**src/sv/kwm_pkg.sv**
```systemverilog
// kwm_pkg: shared field widths, the ways_in_use reset constant and the queue entry type
// for the k-way sorted pair merge unit.
// No dependencies.
`timescale 1ns / 1ps
`default_nettype none

package kwm_pkg;

    // fixed field widths
    localparam int WAY_W = 4;
    localparam int KEY_W = 31;
    localparam int CFG_W = 4;

    // ways_in_use after reset
    localparam logic [CFG_W-1:0] CFG_RESET = 4'd10;

    // one classified input beat as it waits between front and back
    typedef struct packed {
        logic [WAY_W-1:0] way;
        logic [KEY_W-1:0] tid;
        logic [KEY_W-1:0] docid;
        logic             done;
        logic             in_range;
    } kwm_entry_t;

endpackage

`default_nettype wire

```
**src/sv/kwm_front.sv**
```systemverilog
// kwm_front: input side of the merge unit; takes beats and tags them with
// an active-way range check before they enter the queue.
// Depends on kwm_pkg.
`timescale 1ns / 1ps
`default_nettype none

module kwm_front #(
    parameter int CNT_W = 4
) (
    input  wire logic                      in_valid,
    output logic                           in_ready,
    input  wire logic [kwm_pkg::WAY_W-1:0] way,
    input  wire logic [kwm_pkg::KEY_W-1:0] tid,
    input  wire logic [kwm_pkg::KEY_W-1:0] docid,
    input  wire logic                      way_done,
    input  wire logic [CNT_W-1:0]          active_n,
    input  wire logic                      q_full,
    output logic                           q_push,
    output kwm_pkg::kwm_entry_t            q_entry
);
    import kwm_pkg::*;

    localparam int CMP_W = WAY_W + 1;

    // accept whenever the queue has room
    assign in_ready = !q_full;
    assign q_push   = in_valid && !q_full;

    // classify: way must sit below the active way count
    always_comb
    begin
        q_entry.way      = way;
        q_entry.tid      = tid;
        q_entry.docid    = docid;
        q_entry.done     = way_done;
        q_entry.in_range = ({1'b0, way} < CMP_W'(active_n));
    end

endmodule

`default_nettype wire

```
**src/sv/kwm_fifo.sv**
```systemverilog
// kwm_fifo: two-entry queue that decouples the front from the back of the
// merge unit.
// Depends on kwm_pkg.
`timescale 1ns / 1ps
`default_nettype none

module kwm_fifo (
    input  wire logic                clk,
    input  wire logic                rst_n,
    input  wire logic                push,
    input  wire kwm_pkg::kwm_entry_t push_data,
    output logic                     full,
    input  wire logic                pop,
    output logic                     empty,
    output kwm_pkg::kwm_entry_t      pop_data
);
    import kwm_pkg::*;

    kwm_entry_t slot_reg [2];
    logic       wr_ptr_reg, wr_ptr_next;
    logic       rd_ptr_reg, rd_ptr_next;
    logic [1:0] count_reg, count_next;

    assign full     = (count_reg == 2'd2);
    assign empty    = (count_reg == 2'd0);
    assign pop_data = slot_reg[rd_ptr_reg];

    // pointer and fill count update
    always_comb
    begin
        wr_ptr_next = push ? !wr_ptr_reg : wr_ptr_reg;
        rd_ptr_next = pop ? !rd_ptr_reg : rd_ptr_reg;
        count_next  = count_reg + {1'b0, push} - {1'b0, pop};
    end

    always_ff @(posedge clk or negedge rst_n)
    begin
        if (!rst_n)
        begin
            wr_ptr_reg <= 1'b0;
            rd_ptr_reg <= 1'b0;
            count_reg  <= 2'd0;
        end
        else
        begin
            wr_ptr_reg <= wr_ptr_next;
            rd_ptr_reg <= rd_ptr_next;
            count_reg  <= count_next;
        end
    end

    // entry storage
    always_ff @(posedge clk)
    begin
        if (push)
        begin
            slot_reg[wr_ptr_reg] <= push_data;
        end
    end

endmodule

`default_nettype wire

```
**src/sv/kwm_back.sv**
```systemverilog
// kwm_back: head registers, minimum-search tree and output register of the
// merge unit; applies one queued beat per cycle unless the output stalls.
// Emits once every active way holds a head or has ended. Depends on kwm_pkg.
`timescale 1ns / 1ps
`default_nettype none

module kwm_back #(
    parameter int WAYS  = 10,
    parameter int CNT_W = 4
) (
    input  wire logic                      clk,
    input  wire logic                      rst_n,
    input  wire logic [CNT_W-1:0]          active_n,
    input  wire logic                      q_empty,
    input  wire kwm_pkg::kwm_entry_t       q_entry,
    output logic                           q_pop,
    output logic                           out_valid,
    input  wire logic                      out_ready,
    output logic [kwm_pkg::KEY_W-1:0]      out_tid,
    output logic [kwm_pkg::KEY_W-1:0]      out_docid,
    output logic [kwm_pkg::WAY_W-1:0]      source_way,
    output logic                           merge_done
);
    import kwm_pkg::*;

    localparam int IDX_W  = (WAYS > 1) ? $clog2(WAYS) : 1;
    localparam int LEAVES = 1 << IDX_W;

    typedef struct packed {
        logic               vld;
        logic [2*KEY_W-1:0] key;
        logic [IDX_W-1:0]   idx;
    } node_t;

    logic [KEY_W-1:0] head_term_reg [WAYS];
    logic [KEY_W-1:0] head_doc_reg  [WAYS];
    logic [KEY_W-1:0] head_term_next[WAYS];
    logic [KEY_W-1:0] head_doc_next [WAYS];
    logic [WAYS-1:0]  head_valid_reg, head_valid_next, valid_upd;
    logic [WAYS-1:0]  way_ended_reg, way_ended_next, ended_upd;
    logic [WAYS-1:0]  active_mask, load_sel;

    logic             out_valid_reg, out_valid_next;
    logic [KEY_W-1:0] out_tid_reg, out_tid_next;
    logic [KEY_W-1:0] out_docid_reg, out_docid_next;
    logic [WAY_W-1:0] source_way_reg, source_way_next;
    logic             merge_done_reg, merge_done_next;

    node_t node[1:2*LEAVES-1];

    logic all_ready;
    logic emit;
    logic emit_pair;
    logic emit_end;

    // take a beat when the output register is free or draining
    assign q_pop = !q_empty && (!out_valid_reg || out_ready);

    // per-way decode of the beat against the current head state
    always_comb
    begin
        for (int i = 0; i < WAYS; i++)
        begin
            active_mask[i] = (CNT_W'(i) < active_n);
            load_sel[i]    = q_pop && q_entry.in_range && (q_entry.way == WAY_W'(i))
                             && !head_valid_reg[i] && !way_ended_reg[i];
            valid_upd[i]   = head_valid_reg[i] | (load_sel[i] & !q_entry.done);
            ended_upd[i]   = way_ended_reg[i] | (load_sel[i] & q_entry.done);
            head_term_next[i] = (load_sel[i] && !q_entry.done) ? q_entry.tid
                                                               : head_term_reg[i];
            head_doc_next[i]  = (load_sel[i] && !q_entry.done) ? q_entry.docid
                                                               : head_doc_reg[i];
        end
    end

    // every active way holds a head or has ended
    assign all_ready = &(valid_upd | ended_upd | ~active_mask);

    // leaves of the minimum tree, padded with empty nodes
    genvar g;
    generate
        for (g = 0; g < LEAVES; g++)
        begin : g_leaf
            if (g < WAYS)
            begin : g_real
                assign node[LEAVES+g].vld = valid_upd[g] && active_mask[g];
                assign node[LEAVES+g].key = {head_term_next[g], head_doc_next[g]};
                assign node[LEAVES+g].idx = IDX_W'(g);
            end
            else
            begin : g_pad
                assign node[LEAVES+g].vld = 1'b0;
                assign node[LEAVES+g].key = '0;
                assign node[LEAVES+g].idx = IDX_W'(g);
            end
        end

        // inner nodes: lower way wins on equal keys
        for (g = LEAVES - 1; g >= 1; g--)
        begin : g_node
            logic take_left;
            assign take_left = node[2*g].vld &&
                               (!node[2*g+1].vld || (node[2*g].key <= node[2*g+1].key));
            assign node[g] = take_left ? node[2*g] : node[2*g+1];
        end
    endgenerate

    assign emit      = q_pop && all_ready;
    assign emit_pair = emit && node[1].vld;
    assign emit_end  = emit && !node[1].vld;

    // head state after the beat and any emission
    always_comb
    begin
        for (int i = 0; i < WAYS; i++)
        begin
            head_valid_next[i] = valid_upd[i] && !emit_end &&
                                 !(emit_pair && (node[1].idx == IDX_W'(i)));
            way_ended_next[i]  = ended_upd[i] && !emit_end;
        end
    end

    // output register
    always_comb
    begin
        out_valid_next  = out_valid_reg && !out_ready;
        out_tid_next    = out_tid_reg;
        out_docid_next  = out_docid_reg;
        source_way_next = source_way_reg;
        merge_done_next = merge_done_reg;
        if (emit)
        begin
            out_valid_next  = 1'b1;
            out_tid_next    = emit_pair ? node[1].key[2*KEY_W-1:KEY_W] : '0;
            out_docid_next  = emit_pair ? node[1].key[KEY_W-1:0] : '0;
            source_way_next = emit_pair ? WAY_W'(node[1].idx) : '0;
            merge_done_next = emit_end;
        end
    end

    always_ff @(posedge clk or negedge rst_n)
    begin
        if (!rst_n)
        begin
            head_valid_reg <= '0;
            way_ended_reg  <= '0;
            out_valid_reg  <= 1'b0;
        end
        else
        begin
            head_valid_reg <= head_valid_next;
            way_ended_reg  <= way_ended_next;
            out_valid_reg  <= out_valid_next;
        end
    end

    // payload registers
    always_ff @(posedge clk)
    begin
        for (int i = 0; i < WAYS; i++)
        begin
            head_term_reg[i] <= head_term_next[i];
            head_doc_reg[i]  <= head_doc_next[i];
        end
        out_tid_reg    <= out_tid_next;
        out_docid_reg  <= out_docid_next;
        source_way_reg <= source_way_next;
        merge_done_reg <= merge_done_next;
    end

    assign out_valid  = out_valid_reg;
    assign out_tid    = out_tid_reg;
    assign out_docid  = out_docid_reg;
    assign source_way = source_way_reg;
    assign merge_done = merge_done_reg;

endmodule

`default_nettype wire

```
**src/sv/kway_sorted_pair_merge_unit.sv**
```systemverilog
// K-way merge of sorted (term id, document id) streams. Each input beat either
// loads the next pair of one way or ends that way; once every active way
// holds a head or has ended, the smallest head (ties to the lowest way) comes
// out with its way number so the host knows which way to refill, and when all
// active ways have ended an end marker comes out and the unit clears its heads.
// Rate: one beat per cycle sustained while out_ready stays high; an accepted
// beat is written into the queue, and once popped it goes through the head
// update and compare tree into the output register. The cycle time is set by
// the ceil(log2(WAYS))-level compare tree over 62-bit keys in the back end.
// The user must write ways_in_use only while idle; the unit does not enforce
// it.
// Depends on kwm_pkg, kwm_front, kwm_fifo and kwm_back.
`timescale 1ns / 1ps
`default_nettype none

module kway_sorted_pair_merge_unit #(
    parameter int WAYS = 10
) (
    input  wire logic                      clk,
    input  wire logic                      rst_n,
    input  wire logic                      cfg_wr_en,
    input  wire logic [kwm_pkg::CFG_W-1:0] cfg_wr_data,
    input  wire logic                      in_valid,
    output logic                           in_ready,
    input  wire logic [kwm_pkg::WAY_W-1:0] way,
    input  wire logic [kwm_pkg::KEY_W-1:0] tid,
    input  wire logic [kwm_pkg::KEY_W-1:0] docid,
    input  wire logic                      way_done,
    output logic                           out_valid,
    input  wire logic                      out_ready,
    output logic [kwm_pkg::KEY_W-1:0]      out_tid,
    output logic [kwm_pkg::KEY_W-1:0]      out_docid,
    output logic [kwm_pkg::WAY_W-1:0]      source_way,
    output logic                           merge_done
);
    import kwm_pkg::*;

    localparam int CNT_W = $clog2(WAYS + 1);
    localparam logic [CFG_W:0] WAYS_LIM = (CFG_W + 1)'(WAYS);

    logic [CFG_W-1:0] ways_in_use_reg, ways_in_use_next;
    logic [CNT_W-1:0] active_n;

    logic       q_full;
    logic       q_empty;
    logic       q_push;
    logic       q_pop;
    kwm_entry_t q_in;
    kwm_entry_t q_out;

    // configuration register
    assign ways_in_use_next = cfg_wr_en ? cfg_wr_data : ways_in_use_reg;

    always_ff @(posedge clk or negedge rst_n)
    begin
        if (!rst_n)
        begin
            ways_in_use_reg <= CFG_RESET;
        end
        else
        begin
            ways_in_use_reg <= ways_in_use_next;
        end
    end

    // active way count, clamped to 1..WAYS
    always_comb
    begin
        if (ways_in_use_reg == '0)
        begin
            active_n = CNT_W'(1);
        end
        else if ({1'b0, ways_in_use_reg} > WAYS_LIM)
        begin
            active_n = CNT_W'(WAYS);
        end
        else
        begin
            active_n = CNT_W'(ways_in_use_reg);
        end
    end

    kwm_front #(
        .CNT_W (CNT_W)
    ) u_front (
        .in_valid (in_valid),
        .in_ready (in_ready),
        .way      (way),
        .tid      (tid),
        .docid    (docid),
        .way_done (way_done),
        .active_n (active_n),
        .q_full   (q_full),
        .q_push   (q_push),
        .q_entry  (q_in)
    );

    kwm_fifo u_fifo (
        .clk       (clk),
        .rst_n     (rst_n),
        .push      (q_push),
        .push_data (q_in),
        .full      (q_full),
        .pop       (q_pop),
        .empty     (q_empty),
        .pop_data  (q_out)
    );

    kwm_back #(
        .WAYS  (WAYS),
        .CNT_W (CNT_W)
    ) u_back (
        .clk        (clk),
        .rst_n      (rst_n),
        .active_n   (active_n),
        .q_empty    (q_empty),
        .q_entry    (q_out),
        .q_pop      (q_pop),
        .out_valid  (out_valid),
        .out_ready  (out_ready),
        .out_tid    (out_tid),
        .out_docid  (out_docid),
        .source_way (source_way),
        .merge_done (merge_done)
    );

endmodule

`default_nettype wire

```
**config.mk**
```make
export PLATFORM = sky130hd
export DESIGN_NAME = kway_sorted_pair_merge_unit
export DESIGN_NICKNAME = d
export VERILOG_FILES = /design/src/sv/kwm_pkg.sv /design/src/sv/kwm_front.sv /design/src/sv/kwm_fifo.sv /design/src/sv/kwm_back.sv /design/src/sv/kway_sorted_pair_merge_unit.sv
export SDC_FILE = /design/constraint.sdc
export NUM_CORES = 2
export LEC_CHECK = 0
export BUFFER_PORTS_ARGS = -buffer_cell sky130_fd_sc_hd__clkbuf_2
export CAP_MARGIN = 0
export CORE_MARGIN = 2
export CORE_UTILIZATION = 40
export DETAILED_ROUTE_END_ITERATION = 12
export MAX_ROUTING_LAYER = met4
export PLACE_DENSITY = 0.59
export SLEW_MARGIN = 20
export SYNTH_ARGS = -nofsm -noshare
export SYNTH_HDL_FRONTEND = slang
export SYNTH_SLANG_ARGS = --single-unit
```
**constraint.sdc**
```tcl
create_clock -name clk -period 37.2 [get_ports clk]
set_clock_uncertainty 0.2 [all_clocks]
set_input_delay 7.44 -clock clk [delete_from_list [all_inputs] [get_ports clk]]
set_output_delay 7.44 -clock clk [all_outputs]
set_load 0.1 [all_outputs]
```
==> reports/metrics.csv <==
metric,value,unit
status,completed,
slew_headroom,16.7,%
drc,0,
die_x,361,um
min_from,u_back.head_doc_reg[1][17],
cts-root-buf,clkbuf_16,
setup_tns,0,ns
synthArstFlopShare,3.40,%
cts_resized,0,
final_cell_count_no_fill,7576,
fin_crit,27.35,ns
syn_inst,5764,
dpl.hpwl,141000,um
fmaxAchievable,36.6,MHz
crit_buf_inv,9,
synth_fa_ha_area_share,13.2,%
crit_arrival,27.61,ns
cts_setup_buffers,0,
worst_pin_slew,1.23,ns
grt_pass1_vias,41200,
globalplace.congestion,0.979,
final_hold_viol_count,0,
num_io_pins,145,
finalSetupViolCount,0,
drive_gt1_share,12.6,%
top_layer,met4,
syn_to_final_growth,12.0,%
cts_tree,built,
clkTransAtPathRegs,0.06,ns
slew_viol_final,0,
cpMaxStageDelayCell,nor4_1,
clk_latency,0.75,ns
grt_pass1_wl,272000,um
clockBufferDepth,3,
fillers,12200,
critPathLaunch,out_ready,
synth_top_family_by_area,compound AO/OA/AOI/OAI gates,
r2r-start,u_fifo.rd_ptr_reg,
core_region_area,0.126,mm^2
cp-end-kind,flop,
cts_sinks,852,
synth.distinct_cells,90,
yosys.area_share.simple,13.7,%
firstDrtPassIters,6,
syn_avg_cell_area,8.84,um^2
crit_top_cell,buf_4,
maxCapViolations,0,
crit_fanout,71,
ys_seq_area_share,37.8,%
stdcell_area,0.0570,mm^2
cts_buffers,99,
wl_met1,84700,um
drt_iter0_drc,4496,
cpLargestDelayFamily,compound AO/OA/AOI/OAI gates,
port_buffers,144,
cts_hold_buf,0,
dieArea,0.130,mm^2
start_util,40.4,%
dr_wl_met3,15100,um
yosysWarnings,0,
dp.cells,7385,
synth_xor_area_share,0.671,%
syn_nets,6373,
antenna_found_initial,9,
grt_use_total,28.7,%
cts_htree_levels,3,
fp.dieH,361,um
grt_max_degree,79,
yosys_most_used_dff,dfxtp_1,
synth-edff-count,203,
fin_nets,6445,
row_count,130,
met2_length,79300,um
vias,43800,
synth_area,0.0509,mm^2
ys_seq_elements,852,
worstSetupStartpointType,primary input,
final_antenna_net_count,0,
slowest_delay,0.99,ns
gr-total-overflow,0,
synth_compound_area_share,18.7,%
required,37.46,ns
vias_per_cell,5.79,
routedWlPerCell,24.5,um
rsz0062_at_grt,no,
worstSetupPathType,in -> reg,
placed_area,0.0537,mm^2
synth_mux_area_share,9.91,%
wl,186000,um
fin_crit_sh,73.5,%
min_path_type,reg -> reg,
-- layer usage --
metal,vias to the layer above,GRT usage [%]
li1,20700,-
met1,21100,39.5
met2,1720,42.1
met3,298,4.61
met4,0,10.7
met5,-,-
-- cells by family (layout without fill, tap and decap cells) --
kind of cell / Yosys count / count (layout)
multiplexers: 471 / 471
adder cells (fa/ha/maj): 540 / 540
flip-flops: 852 / 852
XOR/XNOR: 39 / 39
other: 0 / 4
AO/OA/AOI/OAI: 1505 / 1505
buffers and inverters: 796 / 954
AND/OR/NAND/NOR: 1561 / 1561
-- cell usage after synthesis (8+ instances only) --
master	count	share of area, %
o31ai_1	14	0.21
mux2_2	256	5.7
and2_1	9	0.11
and3_1	14	0.17
a21o_1	98	1.4
xor2_1	10	0.17
edfxtp_1	203	12
nand2b_1	32	0.39
o21ai_0	469	4.6
nor4_1	23	0.28
ha_1	533	13
a211oi_1	35	0.52
o21ai_1	48	0.47
nand4_1	101	1.2
xnor2_1	29	0.50
nor2b_1	88	1.1
dfrtp_1	27	1.3
o21a_1	117	1.7
a221o_1	66	1.3
or4_1	8	0.12
or3_1	17	0.21
o2111ai_1	11	0.19
a221oi_1	69	1.2
nand3_1	58	0.57
nand2_1	696	5.1
and4_1	15	0.26
a31oi_1	20	0.25
or2_2	12	0.15
a211o_1	11	0.19
o211ai_1	26	0.38
mux2i_1	208	4.1
dfxtp_1	620	24
buf_2	17	0.17
nor2_1	399	2.9
inv_1	516	3.8
buf_1	18	0.13
nor3b_1	8	0.12
a21oi_1	367	3.6
a22oi_1	64	0.94
a21boi_0	10	0.15
clkbuf_1	232	1.7
nor3_1	55	0.54
-- worst paths after layout --
path                                               to  slack [ns]  cells after the start
setup / recovery                  u_back.out_docid[0]        9.85                     53
hold / removal             u_back.head_doc_reg[1][17]        0.26                      2
setup reg to reg                  u_back.out_docid[0]       15.57                     52
hold reg to reg            u_back.head_doc_reg[1][17]        0.26                      2
max in group asynchronous           u_fifo.rd_ptr_reg       29.59                      1
min in group asynchronous    u_back.head_valid_reg[8]        6.61                      1
-- placed cells by master (no fill, tap or decap), types with 87 or more instances in the layout --
master and count:
o21a_1 116, a21o_1 98, clkbuf_16 103, a21oi_1 367, clkbuf_2 144, mux2_2 256
nand4_1 101, buf_4 102, edfxtp_1 203, nand2_1 692, dfxtp_1 620, mux2i_1 178
ha_1 533, inv_1 515, nor2_1 395, nor2b_1 87, o21ai_0 467
-- worst reg2reg max path: cells and delay by family (launching register included) --
family	cells	cell delay [ns]
mux	1	0.46
buf+inv	8	3.98
compound gates	23	7.59
simple gates	16	6.88
flops	1	1.03
fa+ha+maj	4	1.27
-- through the flow --
step | util, % | setup WS [ns] | hold WS, ns
5_1_grt | 45.3 | 9.19 | 0.286
3_5_place_dp | 42.6 | 9.72 | 0.250
6_report | 45.3 | 9.85 | 0.264
4_1_cts | 45.2 | 10.42 | 0.265
2_1_floorplan | - | 16.03 | 0.231
3_3_place_gp | 42.6 | 9.93 | 0.241
-- cell type report --
| cell class | instances | area, um^2 | area share (%) |
|---|---|---|---|
| Antenna cell | 4 | 10.0 | 0.0175 |
| Multi-Input combinational cell | 4116 | 29000 | 50.9 |
| Sequential cell | 852 | 19200 | 33.7 |
| Clock inverter | 44 | 438 | 0.768 |
| Tap cell | 1650 | 2060 | 3.62 |
| Timing Repair Buffer | 248 | 1500 | 2.63 |
| Clock buffer | 143 | 2820 | 4.94 |
| Inverter | 519 | 1950 | 3.42 |
Power is left out: the tool's default activity adds up to more than one toggle a clock period on the data nets, which glitch-free logic cannot reach.
